[src/fixed_point_alu_unit_defines.svh]
// Assertion macros for the fixed-point ALU.
`ifndef FIXED_POINT_ALU_UNIT_DEFINES_SVH
`define FIXED_POINT_ALU_UNIT_DEFINES_SVH
`ifndef NO_ASSERTIONS
`define FPA_ASSERT_IMPL(label, clk, rst_n, prop, msg) \
    label: assert property (@(posedge clk) disable iff (!rst_n) prop) else $error(msg);
`define FPA_ASSERT_NORESET(label, clk, prop, msg) \
    label: assert property (@(posedge clk) prop) else $error(msg);
`else
`define FPA_ASSERT_IMPL(label, clk, rst_n, prop, msg)
`define FPA_ASSERT_NORESET(label, clk, prop, msg)
`endif
`endif

[src/fpa_pkg.sv]
// ----------------------------------------------------------------------------
// fpa_pkg
// Shared types and constants of the fixed-point ALU.
// ----------------------------------------------------------------------------
`default_nettype none
package fpa_pkg;
    localparam int FRAC_BITS = 8;
    localparam int DATA_W    = 32;
    localparam int QIDX_W    = 1;
    localparam int QDEPTH    = 2;

    typedef enum logic [3:0] {
        CMD_ADD = 4'd0, CMD_SUB = 4'd1, CMD_MUL = 4'd2, CMD_DIV = 4'd3,
        CMD_GT  = 4'd4, CMD_LT  = 4'd5, CMD_GE  = 4'd6, CMD_LE  = 4'd7,
        CMD_EQ  = 4'd8, CMD_NE  = 4'd9, CMD_MIN = 4'd10, CMD_MAX = 4'd11,
        CMD_INC = 4'd12, CMD_DEC = 4'd13, CMD_ITOF = 4'd14, CMD_FTOI = 4'd15
    } cmd_t;

    typedef enum logic [1:0] {
        CLS_SIMPLE = 2'd0,
        CLS_MUL    = 2'd1,
        CLS_DIV    = 2'd2
    } cls_t;

    // Classified request handed from the front end to the execution end.
    typedef struct packed {
        cls_t                     cls;
        logic [DATA_W-1:0]        value;   // finished result for simple requests
        logic                     cmp;
        logic                     dz;
        logic signed [DATA_W-1:0] a;
        logic signed [DATA_W-1:0] b;
    } req_t;
endpackage
`default_nettype wire

[src/fpa_front.sv]
// ----------------------------------------------------------------------------
// fpa_front
// Accepts requests, classifies them and finishes the simple operations.
// ----------------------------------------------------------------------------
`default_nettype none
module fpa_front (
    input  wire logic                                 aclk,
    input  wire logic                                 aresetn,
    input  wire logic                                 s_valid,
    output logic                                      s_ready,
    input  wire logic [3:0]                           s_cmd,
    input  wire logic signed [fpa_pkg::DATA_W-1:0]    s_operand_a,
    input  wire logic signed [fpa_pkg::DATA_W-1:0]    s_operand_b,
    output fpa_pkg::req_t                             q_data,
    output logic                                      q_valid,
    input  wire logic                                 q_ready
);
    fpa_pkg::req_t req_next;
    fpa_pkg::req_t q_reg [fpa_pkg::QDEPTH];
    logic [fpa_pkg::QIDX_W-1:0] wr_reg, rd_reg;
    logic [fpa_pkg::QIDX_W:0]   cnt_reg;
    logic push, pop;
    logic lt, gt;

    assign lt = s_operand_a < s_operand_b;
    assign gt = s_operand_a > s_operand_b;

    always_comb begin
        req_next = '0;
        req_next.a = s_operand_a;
        req_next.b = s_operand_b;
        req_next.cls = fpa_pkg::CLS_SIMPLE;
        unique case (fpa_pkg::cmd_t'(s_cmd))
            fpa_pkg::CMD_ADD: req_next.value = s_operand_a + s_operand_b;
            fpa_pkg::CMD_SUB: req_next.value = s_operand_a - s_operand_b;
            fpa_pkg::CMD_MUL: req_next.cls = fpa_pkg::CLS_MUL;
            fpa_pkg::CMD_DIV: begin
                if (s_operand_b == '0) begin
                    req_next.dz = 1'b1;
                end else begin
                    req_next.cls = fpa_pkg::CLS_DIV;
                end
            end
            fpa_pkg::CMD_GT: req_next.cmp = gt;
            fpa_pkg::CMD_LT: req_next.cmp = lt;
            fpa_pkg::CMD_GE: req_next.cmp = !lt;
            fpa_pkg::CMD_LE: req_next.cmp = !gt;
            fpa_pkg::CMD_EQ: req_next.cmp = s_operand_a == s_operand_b;
            fpa_pkg::CMD_NE: req_next.cmp = s_operand_a != s_operand_b;
            fpa_pkg::CMD_MIN: req_next.value = lt ? s_operand_a : s_operand_b;
            fpa_pkg::CMD_MAX: req_next.value = gt ? s_operand_a : s_operand_b;
            fpa_pkg::CMD_INC: req_next.value = s_operand_a + 32'sd1;
            fpa_pkg::CMD_DEC: req_next.value = s_operand_a - 32'sd1;
            fpa_pkg::CMD_ITOF: req_next.value = s_operand_a <<< fpa_pkg::FRAC_BITS;
            fpa_pkg::CMD_FTOI: req_next.value = s_operand_a >>> fpa_pkg::FRAC_BITS;
            default: req_next.value = '0;
        endcase
    end

    // Two-entry queue decouples the front from the execution end.
    assign s_ready = cnt_reg != (fpa_pkg::QIDX_W+1)'(fpa_pkg::QDEPTH);
    assign q_valid = cnt_reg != '0;
    assign q_data  = q_reg[rd_reg];
    assign push    = s_valid && s_ready;
    assign pop     = q_valid && q_ready;

    always_ff @(posedge aclk) begin
        if (!aresetn) begin
            wr_reg  <= '0;
            rd_reg  <= '0;
            cnt_reg <= '0;
        end else begin
            if (push) wr_reg <= wr_reg + 1'b1;
            if (pop)  rd_reg <= rd_reg + 1'b1;
            cnt_reg <= cnt_reg + (fpa_pkg::QIDX_W+1)'(push) - (fpa_pkg::QIDX_W+1)'(pop);
        end
    end

    always_ff @(posedge aclk) begin
        if (push) q_reg[wr_reg] <= req_next;
    end
endmodule
`default_nettype wire

[config.mk]
export PLATFORM = sky130hd
export DESIGN_NAME = fpa_front
export DESIGN_NICKNAME = d
export VERILOG_FILES = /design/src/fixed_point_alu_unit_defines.svh /design/src/fpa_pkg.sv /design/src/fpa_front.sv
export SDC_FILE = /design/constraint.sdc
export NUM_CORES = 1
export LEC_CHECK = 0
export BUFFER_PORTS_ARGS = -buffer_cell sky130_fd_sc_hd__buf_2
export CORE_MARGIN = 2
export CORE_UTILIZATION = 53
export DETAILED_ROUTE_END_ITERATION = 6
export PLACE_DENSITY = 0.77
export SYNTH_ARGS = -nofsm -noshare
export SYNTH_HDL_FRONTEND = slang
export SYNTH_SLANG_ARGS = --single-unit
export TNS_END_PERCENT = 30
[constraint.sdc]
create_clock -name aclk -period 6.6 [get_ports aclk]
set_clock_uncertainty 0.2 [all_clocks]
set_input_delay 1.32 -clock aclk [delete_from_list [all_inputs] [get_ports aclk]]
set_output_delay 1.32 -clock aclk [all_outputs]
set_load 0.02 [all_outputs]
==> results.py, run 1 <==
metrics = {
    "job": {
        "maxCapViolCount": 0,
    },
    "layout": {
        "final_nets": 1451,
        "layout-drive-gt1-share": 0.262,
        "antenna_cells": 0,
        "final_core_util": 0.612,
        "nFillCells": 2040,
        "postLayoutCellArea_mm2": 0.0147,
        "syn_to_final_growth_pct": 14.0,
        "largest_register_ff_count": 200,
    },
    "setup_path": {
        "end_kind": "register",
        "crit_type": "input pin to register",
        "crit_arrival_ns": 5.58,
        "start_kind": "input pin",
        "worst_ep_required_time_ns": 6.61,
        "path_max_fanout": 8,
    },
    "logic_synthesis": {
        "synth.most_common_cell": "edfxtp_1",
        "avgSynthCellArea_um2": 11.2,
        "syn_inst": 1156,
        "netlist_area_mm2": 0.0129,
        "synth_top_area_share": 0.464,
        "yosys-top-cells-count": "200 x edfxtp_1, 100 x mux2_2, 80 x o21ai_0",
        "syn_nets": 1296,
        "synth_edf_count": 200,
        "synthArstFlopShare": 0,
        "ys_warn_count": 0,
        "ys_types": 77,
        "synth.area.top_cells": "edfxtp_1 46%, mux2_2 8.7%, ha_1 6.4%, xnor2_1 3.8%, o21ai_0 3.1%",
        "seq_area_frac_synth": 0.472,
        "synthFlopType": "edfxtp_1",
        "ys_ff_latch": 205,
        "synth_top_cell_by_area": "edfxtp_1",
    },
    "sta": {
        "worst_pin_slew_ns": 1.21,
        "slew_violations": 0,
        "fin_crit_ns": 5.57,
        "fmaxAchievable_mhz": 179,
        "slew-limit-headroom": 0.192,
        "timing_hold_violations_final": 0,
        "fin_setup_tns_ns": 0,
        "finalSetupViolCount": 0,
        "period_share": 0.844,
        "rsz0062_at_grt": "no",
    },
    "routing": {
        "num_vias": 10313,
        "first_pass_iters": 7,
        "wl_mm": 36.4,
        "drcViolationCount": 0,
        "avgViaCountPerCell": 6.25,
        "drtAntennaViolNets": 0,
        "drt_iter0_markers": 1143,
        "avgRoutedWirePerCell_um": 22.1,
    },
    "floorplanning": {
        "die-area_mm2": 0.0257,
        "initial_utilization": 0.537,
        "placeableCoreArea_mm2": 0.0241,
        "die_w_um": 160,
        "die_h_um": 160,
        "io_pins": 174,
        "fp-row-count": 57,
    },
    "global_routing": {
        "grt_use_total": 0.281,
        "antenna_found_initial": 0,
        "grt_max_degree": 58,
        "grt-ovfl-total": 0,
        "grt_pass1_vias": 10023,
        "grt_pass1_wl_mm": 56.2,
    },
    "placement": {
        "numPortBuffers": 173,
        "place.gp.congestion": 0.953,
        "hpwl_mm": 26.4,
        "detailed_place.area_mm2": 0.0141,
    },
    "clocking": {
        "cts_resized": 0,
        "ctsHoldBuffers": 0,
        "clkSinkCount": 205,
        "cts_made_buffers": 21,
        "cts_tree": "yes",
        "clockBufferDepth": 3,
        "path_clk_slew_ns": 0.06,
        "htree_num_levels": 1,
        "worstSkewPairLatency_ns": 0.51,
        "postCtsSetupBuffers": 0,
        "cts-root-buf": "clkbuf_16",
    },
    "hold_path": {
        "hp-class": "register to register",
    },
    "run_status": {
        "status": "completed",
    },
    "pwr": {
        "leakage_nw": 5.75,
        "ir_drop_mv": 0.223,
        "p_per_area_mw_per_mm2": 293,
    },
}
cell type report:
| class | instances | area [um^2] | area share |
|---|---|---|---|
| Sequential cell | 205 | 6110 | 0.414 |
| Timing Repair Buffer | 186 | 963 | 0.0654 |
| Inverter | 47 | 176 | 0.0120 |
| Multi-Input combinational cell | 850 | 6450 | 0.437 |
| Tap cell | 324 | 405 | 0.0275 |
| Clock buffer | 25 | 541 | 0.0367 |
| Clock inverter | 13 | 97.6 | 0.00662 |
cells in the final DEF, fill, tap and decap left out, types with 13 or more instances in the layout:
cell       count
and3_1        14
nand4_1       13
a21o_1        29
buf_4         13
o21ai_0       80
a221oi_1      16
nand3_1       31
mux2_2       100
nor3_1        17
xor2_1        29
nand2_1       66
a21oi_1       67
buf_2        173
xnor2_1       56
edfxtp_1     200
a222oi_1      16
ha_1          66
nor2_1        47
clkbuf_16     21
inv_1         44
a221o_1       17
per-stage QoR:
| step | instances | setup slack (ns) | total power [mW] | hold slack [ns] |
|---|---|---|---|---|
| after floorplan | 1156 | 0.246 | 2.79 | 0.304 |
| after global placement | 1612 | 0.714 | 3.21 | 0.319 |
| after detailed placement | 1612 | 0.600 | 3.23 | 0.331 |
| after CTS | 1650 | 1.12 | 4.35 | 0.348 |
| after global routing | 1650 | 0.516 | 4.52 | 0.385 |
| final | 1650 | 1.03 | 4.32 | 0.346 |
power by group:
part	leakage [nW]	internal, mW	total [mW]	switching [mW]
Sequential	1.93	1.64	1.72	0.0793
Clock	0.313	0.628	1.10	0.476
Combinational	3.51	0.590	1.49	0.901
path summary, 6_finish.rpt:
check | startpoint | slack (ns) | to | cells after the start
worst max register to register | cnt_reg[0] | 4.12 | q_reg[1][0] | 3
worst max-delay path | s_operand_b[4] | 1.03 | q_reg[1][93] | 18
worst min register to register | rd_reg | 0.35 | register | 2
worst min-delay path | rd_reg | 0.35 | register | 2
worst max-delay path: stages:
cell,delay (ns)
buf_2,0.15
nor3_2,0.46
and3_1,0.30
nand2_1,0.16
nor2_1,0.24
nand2_1,0.13
nor2_1,0.13
xnor2_1,0.13
o21ai_0,0.09
ha_1,0.48
and3_1,0.25
and3_1,0.18
nand3_1,0.10
o31ai_1,0.61
a21boi_0,0.24
xnor2_1,0.16
a221oi_1,0.28
o211ai_1,0.15
metal layers:
metal	global-route usage	wire length [um]
met3	0.0530	3550
met2	0.442	16300
met1	0.396	15400
met5	0	0
met4	0.0868	1160
cells by family (layout without fill, tap and decap cells):
family | count (synthesis) | in the layout | share of synthesized area
AOI/OAI and AO/OA | 333 | 333 | 0.174
and+or+nand+nor | 254 | 254 | 0.103
DFF | 205 | 205 | 0.472
muxes | 110 | 110 | 0.0948
buffers and inverters | 101 | 271 | 0.0322
xor gates and xnor gates | 85 | 85 | 0.0575
adders and majority gates | 68 | 68 | 0.0669
No activity file was read; power rests on OpenSTA's default activity.
==> run 2, diff against run 1 <==
Settings changed: CORE_UTILIZATION 53 to 59, PLACE_DENSITY 0.77 to 0.81.
Clock period 6.6 ns to 5.4 ns, I/O delays scaled along.
==> run 2 against run 1 <==
The run now ends with design-rule violations left. Register-to-register slack worse by 1.2 ns. Cell area is 2.3% higher. Combinational power is 28% higher. Die area is 9.9% lower. Sequential power is 22% higher. Worst hold slack better by 0.0085 ns. First-iteration DRC count is 14% higher. Largest cell class unchanged. Critical path type unchanged.
==> results.py, run 2 (synthesized netlist as in run 1, its figures left out) <==
metrics = {
    "routing": {
        "first_pass_iters": 7,
        "num_vias": 10666,
        "wl_mm": 38.3,
        "drt_iter0_markers": 1306,
        "drcViolationCount": 1,
        "avgRoutedWirePerCell_um": 23.2,
        "drtAntennaViolNets": 0,
        "avgViaCountPerCell": 6.46,
    },
    "global_routing": {
        "grt_max_degree": 75,
        "grt_pass1_vias": 10518,
        "grt-ovfl-total": 0,
        "grt_use_total": 0.327,
        "grt_pass1_wl_mm": 59.5,
        "antenna_found_initial": 0,
    },
    "setup_path": {
        "start_kind": "input pin",
        "rrSetupSlack_ns": 2.93,
        "crit_arrival_ns": 5.04,
        "crit_path_frequent_cell": "and3_1",
        "crit_type": "input pin to register",
        "path_max_fanout": 5,
        "worst_ep_required_time_ns": 5.41,
        "path_cells": "buf_2 -> nor4_1 -> buf_4 -> and3_1 -> nand2_1 -> nor2_1 -> nand2_1 -> nor2_1 -> xnor2_1 -> o21ai_0 -> ha_1 -> and3_1 -> and3_1 -> nand3_1 -> o31ai_1 -> a21boi_0 -> xnor2_1 -> a221oi_1 -> o211ai_1",
        "end_kind": "register",
        "slowest_stage": "o31ai_1",
        "max_stage_delay_ns": 0.52,
    },
    "sta": {
        "rsz0062_at_grt": "no",
        "worst_pin_slew_ns": 1.05,
        "period_share": 0.931,
        "timing_hold_violations_final": 0,
        "finalSetupViolCount": 0,
        "slew-limit-headroom": 0.297,
        "fmaxAchievable_mhz": 199,
        "hold_slack_ns": 0.355,
        "fin_crit_ns": 5.03,
        "slew_violations": 0,
        "fin_setup_tns_ns": 0,
    },
    "clocking": {
        "postCtsSetupBuffers": 0,
        "worstSkewPairLatency_ns": 0.50,
        "clkSinkCount": 205,
        "cts_tree": "yes",
        "ctsHoldBuffers": 0,
        "cts_made_buffers": 21,
        "htree_num_levels": 1,
        "clockBufferDepth": 3,
        "path_clk_slew_ns": 0.06,
        "cts_resized": 0,
        "cts-root-buf": "clkbuf_16",
    },
    "floorplanning": {
        "fp-row-count": 54,
        "die-area_mm2": 0.0231,
        "die_w_um": 152,
        "io_pins": 174,
        "die_h_um": 152,
        "initial_utilization": 0.596,
        "placeableCoreArea_mm2": 0.0217,
    },
    "pwr": {
        "p_per_area_mw_per_mm2": 360,
        "ir_drop_mv": 0.285,
        "fin_total_pwr_mw": 5.42,
        "leakage_nw": 5.98,
    },
    "job": {
        "maxCapViolCount": 0,
    },
    "placement": {
        "place_inst": 1615,
        "hpwl_mm": 28.0,
        "numPortBuffers": 173,
        "place.gp.congestion": 0.983,
        "detailed_place.area_mm2": 0.0144,
    },
    "layout": {
        "layout-drive-gt1-share": 0.289,
        "postLayoutCellArea_mm2": 0.0151,
        "layout_common_cells": "200 x edfxtp_1, 173 x buf_2, 100 x mux2_2",
        "instances_no_fill": 1651,
        "final_nets": 1498,
        "multi_input_area_mm2": 0.00645,
        "nFillCells": 1614,
        "largest_register_ff_count": 200,
        "regArea_mm2": 0.00611,
        "layout_commonest_cell": "edfxtp_1",
        "syn_to_final_growth_pct": 16.6,
        "antenna_cells": 0,
    },
    "hold_path": {
        "hp-class": "register to register",
    },
    "run_status": {
        "status": "finished, violations left",
        "violations": "design-rule violations",
    },
}
==> run 2: changes by cell type in the layout (fill, tap and decap cells not counted), sizes merged <==
cell	previous run	this run
buf	186	233
clkinv	8	6
clkinvlp	0	3
bufinv	1	2
inv	51	48
clkbuf	25	24
==> run 2: layer usage <==
metal  vias up  routed length (um)  GRT usage  share of wire
met4         0                1560      0.109          0.041
li1       4879                   -          -              -
met3       113                4590     0.0750           0.12
met2       639               16300      0.491           0.43
met5         -                   0          0              0
met1      5035               15900      0.473           0.41
==> run 2: cell type report <==
cell class	instances	area share
clock buffers	24	0.0356
clock inverters	12	0.00780
inverters	47	0.0117
multi-input cells	850	0.428
flip-flops and latches	205	0.405
well taps	280	0.0232
repair buffers	233	0.0890
==> run 2: worst paths after layout <==
| path | from | end | depth (start not counted) |
|---|---|---|---|
| worst max register to register | cnt_reg[0] | q_reg[1][32] | 3 |
| worst max-delay path | s_operand_b[9] | q_reg[1][93] | 19 |
| worst min-delay path | rd_reg | register | 2 |
| worst min register to register | rd_reg | register | 2 |
==> run 2: report_power, final <==
| part | internal [mW] | switching, mW | total, mW |
|---|---|---|---|
| clock | 0.808 | 0.603 | 1.41 |
| combinational | 0.760 | 1.15 | 1.91 |
| sequential | 2.01 | 0.0922 | 2.10 |
| total | 3.58 | 1.85 | 5.42 |
==> run 2: metrics by stage <==
| step | util | setup slack (ns) |
|---|---|---|
| after detailed placement | 0.665 | -0.0308 |
| final | 0.695 | 0.374 |
| after CTS | 0.695 | 0.471 |
| after floorplan | - | 0.384 |
| after global routing | 0.695 | 0.0945 |
| after global placement | 0.665 | 0.0337 |
==> run 2: critical path, delay by kind of cell <==
kind,cells,cell delay (ns)
buf+inv,2,0.34
simple gates,9,1.60
xor+xnor,2,0.29
compound gates,5,1.33
fa+ha+maj,1,0.39
